[config.mk]
export PLATFORM = sky130hd
export DESIGN_NAME = array_linked_list_engine
export DESIGN_NICKNAME = d
export VERILOG_FILES = /design/src/alle_pkg.sv /design/src/array_linked_list_engine.sv
export SDC_FILE = /design/constraint.sdc
export NUM_CORES = 1
export LEC_CHECK = 0
export BUFFER_PORTS_ARGS = -buffer_cell sky130_fd_sc_hd__buf_4
export CAP_MARGIN = 0
export CORE_MARGIN = 2
export CORE_UTILIZATION = 56
export DETAILED_ROUTE_END_ITERATION = 16
export PLACE_DENSITY = 0.73
export SLEW_MARGIN = 20
export SYNTH_ARGS = -nofsm -noshare
export SYNTH_HDL_FRONTEND = slang
export SYNTH_SLANG_ARGS = --single-unit
[constraint.sdc]
create_clock -name clk_i -period 4.7 [get_ports clk_i]
set_input_delay 0.705 -clock clk_i [delete_from_list [all_inputs] [get_ports clk_i]]
set_output_delay 0.705 -clock clk_i [all_outputs]
set_load 0.03 [all_outputs]
[src/alle_pkg.sv]
// Package: request/result types and codes for the array linked list engine.
package alle_pkg;

  typedef enum logic [1:0] {
    OP_INSERT = 2'd0,
    OP_ERASE  = 2'd1,
    OP_READ   = 2'd2,
    OP_FIND   = 2'd3
  } op_e;

  typedef struct packed {
    logic [1:0]  op;
    logic [4:0]  position;
    logic [31:0] item_value;
  } req_t;

  typedef struct packed {
    logic        ok;
    logic [31:0] read_value;
    logic [3:0]  found_position;
    logic [4:0]  entry_count;
    logic        is_full;
    logic        is_empty;
  } rsp_t;

  typedef enum logic [2:0] {
    ST_IDLE,
    ST_FREE,
    ST_WALK,
    ST_FETCH,
    ST_LINK,
    ST_FIX,
    ST_DONE
  } state_e;

endpackage

[src/array_linked_list_engine.sv]
// Top level: array-backed doubly linked list engine with a link-walk sequencer.
//
// Usage: requests enter on req_valid_i/req_ready_o as one req_t transaction
// (op, position, item_value); each produces exactly one rsp_t transaction on
// rsp_valid_o/rsp_ready_i. Insert places a value at a list position (up to
// the count), erase removes the entry at a position, read returns the value
// at a position, and find returns the first position holding a value.
// One request is in flight at a time. The sequencer first scans the slot
// bitmap for the lowest free slot (insert only, one slot per cycle), then
// walks the link array one hop per cycle through a single shared slot
// counter and compare, then, as the op needs, fetches the slot at the
// position, relinks its neighbors in the link and fix states, and loads the
// result in the done state. Reset empties the list (head and tail to none,
// count and used bits cleared); the link and value arrays are not cleared.
// If the receiver stalls, the result is held in the output register; the
// next request is still taken and processed, and its result waits in the
// done state until the held one is accepted.
module array_linked_list_engine
  import alle_pkg::*;
#(
  parameter int CAPACITY   = 16,
  parameter int DATA_WIDTH = 32
) (
  input  logic clk_i,
  input  logic rst_ni,
  input  logic req_valid_i,
  output logic req_ready_o,
  input  req_t req_i,
  output logic rsp_valid_o,
  input  logic rsp_ready_i,
  output rsp_t rsp_o
);

  localparam int SW = $clog2(CAPACITY + 1);  // slot index incl. none marker
  localparam int IW = $clog2(CAPACITY);
  localparam logic [SW-1:0] NONE = SW'(CAPACITY);

  state_e state_q, state_d;

  logic [SW-1:0] head_q, tail_q, cnt_q;
  logic [CAPACITY-1:0] used_q;
  logic [SW-1:0] next_q [CAPACITY];
  logic [SW-1:0] prev_q [CAPACITY];
  logic [DATA_WIDTH-1:0] val_q [CAPACITY];

  op_e           op_q;
  logic [4:0]    pos_q;
  logic [DATA_WIDTH-1:0] v_q;
  logic [SW-1:0] cur_q;    // walk cursor slot / free scan index
  logic [SW-1:0] idx_q;    // hops taken
  logic [SW-1:0] free_q;   // slot chosen for insert; successor slot on erase
  logic [SW-1:0] pred_q;
  logic          ok_q;
  logic [DATA_WIDTH-1:0] rv_q;
  logic [SW-1:0] fp_q;
  rsp_t          rsp_q;
  logic          rsp_valid_q;

  logic [IW-1:0] cur_ix;
  logic          cur_ok;
  logic          accept;
  logic [SW-1:0] pos_ext;

  assign cur_ix  = cur_q[IW-1:0];
  assign cur_ok  = cur_q < NONE;
  assign accept  = req_valid_i && req_ready_o;
  assign pos_ext = (SW >= 5) ? SW'(pos_q) : ((pos_q > 5'(CAPACITY)) ? NONE : SW'(pos_q));

  // Next state.
  always_comb begin
    state_d = state_q;
    unique case (state_q)
      ST_IDLE: begin
        if (accept) state_d = ST_FREE;
      end
      ST_FREE: begin
        priority if (op_q == OP_INSERT) begin
          if (32'(pos_q) > 32'(cnt_q) || cnt_q >= NONE) state_d = ST_DONE;
          else if (!used_q[cur_ix] || !cur_ok) state_d = ST_WALK;
        end else if (op_q == OP_FIND) begin
          state_d = ST_WALK;
        end else begin
          if (32'(pos_q) >= 32'(cnt_q)) state_d = ST_DONE;
          else state_d = ST_WALK;
        end
      end
      ST_WALK: begin
        priority if (op_q == OP_FIND) begin
          if (idx_q >= cnt_q || !cur_ok || val_q[cur_ix] == v_q) state_d = ST_DONE;
        end else if (op_q == OP_INSERT && pos_ext == cnt_q) begin
          state_d = ST_LINK;
        end else if (idx_q == pos_ext || !cur_ok) begin
          state_d = ST_FETCH;
        end
      end
      ST_FETCH: state_d = (op_q == OP_READ) ? ST_DONE : ST_LINK;
      ST_LINK:  state_d = ST_FIX;
      ST_FIX:   state_d = ST_DONE;
      ST_DONE: begin
        if (!rsp_valid_q || rsp_ready_i) state_d = ST_IDLE;
      end
      default:  state_d = ST_IDLE;
    endcase
  end

  // Outputs.
  always_comb begin
    req_ready_o = (state_q == ST_IDLE);
    rsp_valid_o = rsp_valid_q;
    rsp_o       = rsp_q;
  end

  always_ff @(posedge clk_i or negedge rst_ni) begin
    if (!rst_ni) begin
      state_q     <= ST_IDLE;
      head_q      <= NONE;
      tail_q      <= NONE;
      cnt_q       <= '0;
      used_q      <= '0;
      rsp_valid_q <= 1'b0;
    end else begin
      state_q <= state_d;
      // Load a new result or drop the accepted one.
      if (state_q == ST_DONE && (!rsp_valid_q || rsp_ready_i)) rsp_valid_q <= 1'b1;
      else if (rsp_valid_q && rsp_ready_i) rsp_valid_q <= 1'b0;
      unique case (state_q)
        ST_IDLE: begin
          if (accept) begin
            op_q  <= op_e'(req_i.op);
            pos_q <= req_i.position;
            v_q   <= DATA_WIDTH'(req_i.item_value);
            cur_q <= '0;
            idx_q <= '0;
            ok_q  <= 1'b0;
            rv_q  <= '0;
            fp_q  <= '0;
          end
        end
        ST_FREE: begin
          // Scan for lowest free slot, then seed the walk at the head.
          if (op_q != OP_INSERT || !cur_ok || !used_q[cur_ix]) begin
            free_q <= cur_q;
            cur_q  <= head_q;
            idx_q  <= '0;
          end else begin
            cur_q <= cur_q + 1'b1;
          end
        end
        ST_WALK: begin
          if (op_q == OP_FIND) begin
            if (idx_q < cnt_q && cur_ok && val_q[cur_ix] == v_q) begin
              ok_q <= 1'b1;
              fp_q <= idx_q;
            end else if (cur_ok) begin
              cur_q <= next_q[cur_ix];
              idx_q <= idx_q + 1'b1;
            end
          end else if (!(op_q == OP_INSERT && pos_ext == cnt_q)
                       && idx_q != pos_ext && cur_ok) begin
            cur_q <= next_q[cur_ix];
            idx_q <= idx_q + 1'b1;
          end
        end
        ST_FETCH: begin
          // cur_q is the slot at the position (successor for insert).
          if (cur_ok) begin
            pred_q <= prev_q[cur_ix];
            if (op_q == OP_READ) begin
              ok_q <= 1'b1;
              rv_q <= val_q[cur_ix];
            end
          end
        end
        ST_LINK: begin
          if (op_q == OP_INSERT) begin
            ok_q <= 1'b1;
            used_q[free_q[IW-1:0]] <= 1'b1;
            val_q[free_q[IW-1:0]]  <= v_q;
            cnt_q <= cnt_q + 1'b1;
            if (pos_ext == cnt_q) begin
              prev_q[free_q[IW-1:0]] <= tail_q;
              next_q[free_q[IW-1:0]] <= NONE;
              if (tail_q < NONE) next_q[tail_q[IW-1:0]] <= free_q;
              else head_q <= free_q;
              tail_q <= free_q;
            end else begin
              prev_q[free_q[IW-1:0]] <= pred_q;
              next_q[free_q[IW-1:0]] <= cur_q;
              prev_q[cur_ix] <= free_q;
            end
          end else if (cur_ok) begin
            // Erase: bypass the slot; pred_q holds prev, next read here.
            ok_q <= 1'b1;
            used_q[cur_ix] <= 1'b0;
            cnt_q <= cnt_q - 1'b1;
            free_q <= next_q[cur_ix];
            if (pred_q < NONE) next_q[pred_q[IW-1:0]] <= next_q[cur_ix];
            else head_q <= next_q[cur_ix];
          end
        end
        ST_FIX: begin
          if (op_q == OP_INSERT) begin
            if (pos_ext != cnt_q - 1'b1) begin
              if (pred_q < NONE) next_q[pred_q[IW-1:0]] <= free_q;
              else head_q <= free_q;
            end
          end else if (ok_q) begin
            if (free_q < NONE) prev_q[free_q[IW-1:0]] <= pred_q;
            else tail_q <= pred_q;
            next_q[cur_ix] <= NONE;
            prev_q[cur_ix] <= NONE;
          end
        end
        ST_DONE: begin
          if (!rsp_valid_q || rsp_ready_i) begin
            rsp_q.ok             <= ok_q;
            rsp_q.read_value     <= 32'(rv_q);
            rsp_q.found_position <= fp_q[3:0] & {4{ok_q}};
            rsp_q.entry_count    <= 5'(cnt_q);
            rsp_q.is_full        <= (cnt_q == NONE);
            rsp_q.is_empty       <= (cnt_q == '0);
          end
        end
        default: ;
      endcase
    end
  end

`ifndef SYNTHESIS
  a_count_bound: assert property (@(posedge clk_i) disable iff (!rst_ni)
    cnt_q <= NONE) else $error("count above capacity");
  a_used_pop: assert property (@(posedge clk_i) disable iff (!rst_ni)
    state_q == ST_IDLE |-> $countones(used_q) == 32'(cnt_q))
    else $error("used bits disagree with count");
  a_empty_head: assert property (@(posedge clk_i) disable iff (!rst_ni)
    (state_q == ST_IDLE && cnt_q == '0) |-> (head_q == NONE && tail_q == NONE))
    else $error("empty list with live head");
  a_busy: assert property (@(posedge clk_i) disable iff (!rst_ni)
    state_q != ST_IDLE |-> !req_ready_o) else $error("ready while busy");
`endif

endmodule
Word level (Yosys, flattened, before mapping)
Memory sizes are Yosys's and may differ from the RTL's. A register that Yosys moved wholly into a read port is not among the register bits.
Index checks and enable logic that the tools add are counted.
{"block": "classes", "addsub": 4, "order_cmp": 13, "n_eq_ne": 41, "muxes": 118, "n_bitwise": 9, "n_reduce_logical": 57}
{"cell": "5-bit two-way mux", "count": 35}
{"cell": "32-bit two-way mux", "count": 3}
{"cell": "32-bit one-hot mux with 2 select lines", "count": 1}
{"cell": "1-bit two-way mux", "count": 48}
{"cell": "3-bit two-way mux", "count": 11}
{"cell": "32-bit equality test", "count": 1}
{"cell": "16-bit two-way mux", "count": 2}
{"cell": "2-bit inequality test (second input constant)", "count": 15}
{"cell": "5-bit one-hot mux with 2 select lines", "count": 3}
{"cell": "5-bit one-hot mux with 3 select lines", "count": 2}
{"cell": "4-bit two-way mux", "count": 6}
{"cell": "3-bit inequality test (second input constant)", "count": 8}
{"cell": "3-bit one-hot mux with 7 select lines", "count": 1}
{"cell": "5-bit < comparator (second input constant)", "count": 4}
{"cell": "5-bit AND reduction", "count": 4}
{"cell": "1-bit logical AND", "count": 18}
{"cell": "16-bit AND", "count": 1}
{"cell": "16-bit NOT", "count": 1}
{"cell": "16-bit OR", "count": 1}
{"cell": "8-bit AND reduction", "count": 2}
{"cell": "5-bit by 1-bit adder with 5-bit output (second input constant)", "count": 3}
{"cell": "2-bit nonzero test", "count": 7}
{"cell": "6-bit AND reduction", "count": 2}
{"cell": "5-bit equality test", "count": 2}
{"cell": "33 further kinds", "count": 61}
{"block": "word_totals", "ff_bits": 170, "ram_bits": 672, "in_bits": 43, "out_inout_bits": 46, "memories": 3}
{"memory": "val_q", "depth": 16, "word_bits": 32, "read_ports": 1, "rd_ports_with_merged_regs": 1, "write_ports": 1, "line": "array_linked_list_engine.sv:44", "source": "logic [DATA_WIDTH-1:0] val_q [CAPACITY];"}
{"memory": "next_q", "depth": 16, "word_bits": 5, "read_ports": 1, "rd_ports_with_merged_regs": 1, "write_ports": 2, "line": "array_linked_list_engine.sv:42", "source": "logic [SW-1:0] next_q [CAPACITY];"}
{"memory": "prev_q", "depth": 16, "word_bits": 5, "read_ports": 1, "rd_ports_with_merged_regs": 1, "write_ports": 2, "line": "array_linked_list_engine.sv:43", "source": "logic [SW-1:0] prev_q [CAPACITY];"}

Depth between registers and ports, before layout
{"block": "logic_depth", "word_depth": 11, "depth_mapped": 13, "depth_no_buf": 10}

Least setup slack after synthesis
Ideal clock, no wire load.
{"block": "synth_timing", "path_type": "register to register", "from": "reg state_q[0]", "to": "reg rv_q[0], enable pin", "setup_time_ns": 0.432, "arrival_ns": 3.195, "required_time_ns": 4.268, "slack_ns": 1.073, "stages_incl_launch_ff": 7, "period_less_slack_ns": 3.627, "path_cell_list": "dfrtp_1 > clkbuf_1 > inv_1 > or3_1 > clkbuf_1 > or3_1 > a21oi_1"}
{"block": "synth_via", "elab_chain_cells": 4}
{"item": "start, declared", "line": "array_linked_list_engine.sv:38", "source": "state_e state_q, state_d;"}
{"item": "start signal, assigned", "line": "array_linked_list_engine.sv:122", "source": "state_q <= state_d;"}
{"item": "3-bit logical NOT", "line": "array_linked_list_engine.sv:108, array_linked_list_engine.sv:126"}
{"item": "1-bit logical AND", "line": "array_linked_list_engine.sv:66", "source": "assign accept = req_valid_i && req_ready_o;"}
{"item": "2-bit by 1-bit inequality test with 1-bit output (no source line)"}
{"item": "5-bit AND reduction (no source line) (*)"}
{"item": "end signal, assigned", "line": "array_linked_list_engine.sv:170", "source": "rv_q <= val_q[cur_ix];"}
{"item": "end, declared", "line": "array_linked_list_engine.sv:54", "source": "logic [DATA_WIDTH-1:0] rv_q;"}
Every way passes the cells marked *; elsewhere a longest branch is shown, timed or not.
A chain may end at the register's enable or synchronous reset.

==> results by group <==
Yosys
  • Mean post-synth cell area: between 15 and 20 um2
  • Syn Inst Count: 2210
  • Synth warnings: 0
  • Sequential-to-total area share from yosys stat: between 60 and 70%
  • Synth Register Bits: approximately 850
  • Post-synth EDFFs: approximately 810
  • Distinct cells, synth: 86
  • Mapped cell area: 0.0368 mm2
  • Synth Net Count: around 2300
  • Post-synth top flop: edfxtp_1
  • Fraction of registers with async set/reset: 4.11%

Timing
  • Final hold violation count: 0
  • Final worst slack: 0.252 ns
  • Tcrit/Tclk final: 94.6%
  • Final setup violation count: 0
  • Fmax: 0.225 GHz
  • Slew Limit Fails: 0
  • RSZ-0062 raised after global routing: false
  • Measured slew at the worst slew-check pin: 1.16 ns
  • Worst rel slew slack: 22.9%
  • Setup TNS: 0 ns
  • Clock Skew: 0.0279 ns
  • Final min period: between 4 and 5 ns

Worst setup path
  • R2r setup slk: 0.25 ns
  • Crit-path slowest cell: dfxtp_4
  • CP max FO: 38
  • Critical path type: reg -> reg
  • Startpoint types: flip-flop
  • Required @ worst endpoint: 4.98 ns
  • Crit-path max cell delay: 0.77 ns
  • Worst path arrival time: 4.72 ns
  • CP Capture Type: flip-flop
  • CP cell instances: buf_4 -> mux4_1 -> or3_1 -> o2111ai_1 -> nor3_1 -> a211oi_1 -> and4b_1 -> nand4_2 -> a21oi_1

Pwr
  • Pleak: 14.9 nW
  • Cell Pwr Density: 566 mW/mm2
  • Design Power: between 20 and 25 mW
  • VDD IR max: ~0.31 mV

Clock network
  • Max clock buf depth: 3
  • Htree depth: 3
  • TritonCTS buffer count: 87
  • # hold bufs at CTS: 0
  • CTS sink count: roughly 850
  • Worst skew pair latency: roughly 0.66 ns
  • Clock slew at reported path FFs: 0.06 ns
  • CTS root buffer: clkbuf_16
  • Setup bufs post-CTS: 0
  • TritonCTS clock tree: built
  • Cells resized by post-CTS repair: 0

Place
  • Port Buffer Count: a little under 90
  • Placer congestion estimate: ~0.93
  • DP Wirelength: 57500 um
  • Pre-CTS WS: 0.331 ns

Route
  • Post-DRT Antenna Nets: 0
  • Via density: 6.57
  • Final wirelength: 91700 um
  • Drc violations: 0
  • WL/cell: 28.1 um
  • Router iterations before antenna repair: 7
  • DR vias: roughly 21000
  • DRT iter0 DRCs: between 2000 and 3000

Layout
  • Area growth from synthesis to layout: 12.7%
  • Fin nets: about 2400
  • Area occupied by registers: between 0.02 and 0.03 mm2
  • Fillcell total: 4544
  • Area of the multi-input gates: 0.0107 mm2
  • Share of layout cells above drive strength 1: a little over a fifth

Global routing
  • Gr usage total: 27.5%
  • Initial antenna violation count: 2
  • First-pass GRT wire length: 137000 um
  • Vias in the first global route: 21600
  • Largest net degree at the start of global routing: 57
  • Total gr overflow: 0

Min path
  • Tightest Hold Check Type: in -> async

Die
  • IO Count: 89
  • Chip width: 260 um
  • Rows: 93
  • Die Y: 260 um
  • Full die area: ~0.068 mm2
  • Core Footprint: 0.0647 mm2
  • Starting density of the core: between 50% and 60%

Job
  • Max-Cap Viols: 0

Run status
  • Status: complete, no violations
## registers in the layout, indices dropped and copies added (netlist names), 16 cells and up, named ones only
register,count
prev_q,80
used_q,16
rsp_o,44
next_q,80
val_q,512
v_q,32
rv_q,32
## cell type report
class / count / area share, %
sequential: 851 / 61.1
multi-input combinational: 1196 / 25.9
clock buffer: 106 / 5.42
timing repair buffer: 181 / 3.58
tap: 855 / 2.58
clock inverter: 49 / 1.18
inverter: 26 / 0.235
antenna: 1 / 0.00604
## cells in the mapped netlist (24+ instances only)
cell type  instances  area (um2)
nor3_1            32         160
clkbuf_1          66         248
nor2_1           104         390
nand2_1          118         443
a21oi_1           30         150
a21o_1            67         503
inv_1             24        90.1
and2_1            26         163
xor2_1            25         219
edfxtp_1         812       24400
mux2_2            32         360
mux4_2           130        2930
mux2i_1          207        2070
nand3_1           29         145
buf_2             33         165
a22oi_1           27         203
o21ai_0           77         385
dfrtp_1           33         826
## worst paths after layout
| path | depth (start not counted) | start | to |
|---|---|---|---|
| setup / recovery | 9 | flip-flop | fp_q[3] |
| hold / removal | 2 | rst_ni | cnt_q[1] |
| setup reg to reg | 9 | flip-flop | fp_q[3] |
| hold reg to reg | 0 | rv_q[0] | rsp_o[11] |
| max in group asynchronous | 2 | rst_ni | head_q[0] |
| min in group clk_i | 1 | req_i[25] | v_q[25] |
## stage by stage
step                      utilization, %  std cells  hold WS [ns]  cell area [um2]
after floorplan                        -       2210         0.400            36800
after global placement              59.8       3109         0.402            38700
after detailed placement            59.8       3109         0.408            38700
after CTS                           64.1       3264         0.163            41500
after global routing                64.1       3264         0.202            41500
final                               64.1       3265         0.192            41500
## cells by family (layout without fill, tap and decap cells)
kind of cell / after synthesis / in the layout / synth area share, %
DFF: 851 / 851 / 68.9
and+or+nand+nor: 419 / 419 / 5.64
muxes: 375 / 375 / 15.0
AOI/OAI and AO/OA: 340 / 340 / 6.37
buffers and inverters: 163 / 362 / 2.40
xor gates and xnor gates: 45 / 45 / 1.11
adders and majority gates: 17 / 17 / 0.578
other: 0 / 1 / 0
## power by group
part | leakage (nW) | internal [mW] | switching [mW]
Clock | 1.34 | 3.76 | 2.91
Sequential | 7.86 | 9.10 | 0.711
Combinational | 5.74 | 2.88 | 4.09
## cell usage in the layout (no fill, tap or decap), types with 15 or more instances in the layout
master / instances
o22ai_1: 20
a22oi_1: 27
a21oi_1: 28
xor2_1: 25
nand2_1: 117
nand3_1: 29
clkbuf_1: 19
and2_1: 26
mux2i_1: 207
xnor2_1: 19
clkbuf_16: 87
o21a_1: 17
edfxtp_1: 812
o21ai_0: 77
a31oi_1: 17
nor3_1: 31
inv_1: 24
clkinv_1: 15
clkinv_2: 19
buf_4: 171
nor2b_1: 20
dfrtp_1: 33
a21o_1: 67
ha_1: 17
mux2_2: 32
nor2_1: 85
mux4_2: 130
nor2_4: 18
## critical path: cells and delay by family, from the launching register on
family | cells | cell delay [ns]
buf+inv | 1 | 0.39
mux | 1 | 0.67
compound gates | 3 | 1.18
simple gates | 4 | 1.01
flops | 1 | 0.77
## per-layer routing
| layer | up-vias | global-route usage, % | wire length [um] |
|---|---|---|---|
| met3 | 188 | 6.00 | 8630 |
| met1 | 11000 | 37.0 | 35100 |
| li1 | 9050 | - | - |
| met2 | 1226 | 44.7 | 45000 |
| met4 | 2 | 9.94 | 2960 |
| met5 | - | 0 | 13 |
Note: power is estimated with default switching activity, not from simulation.
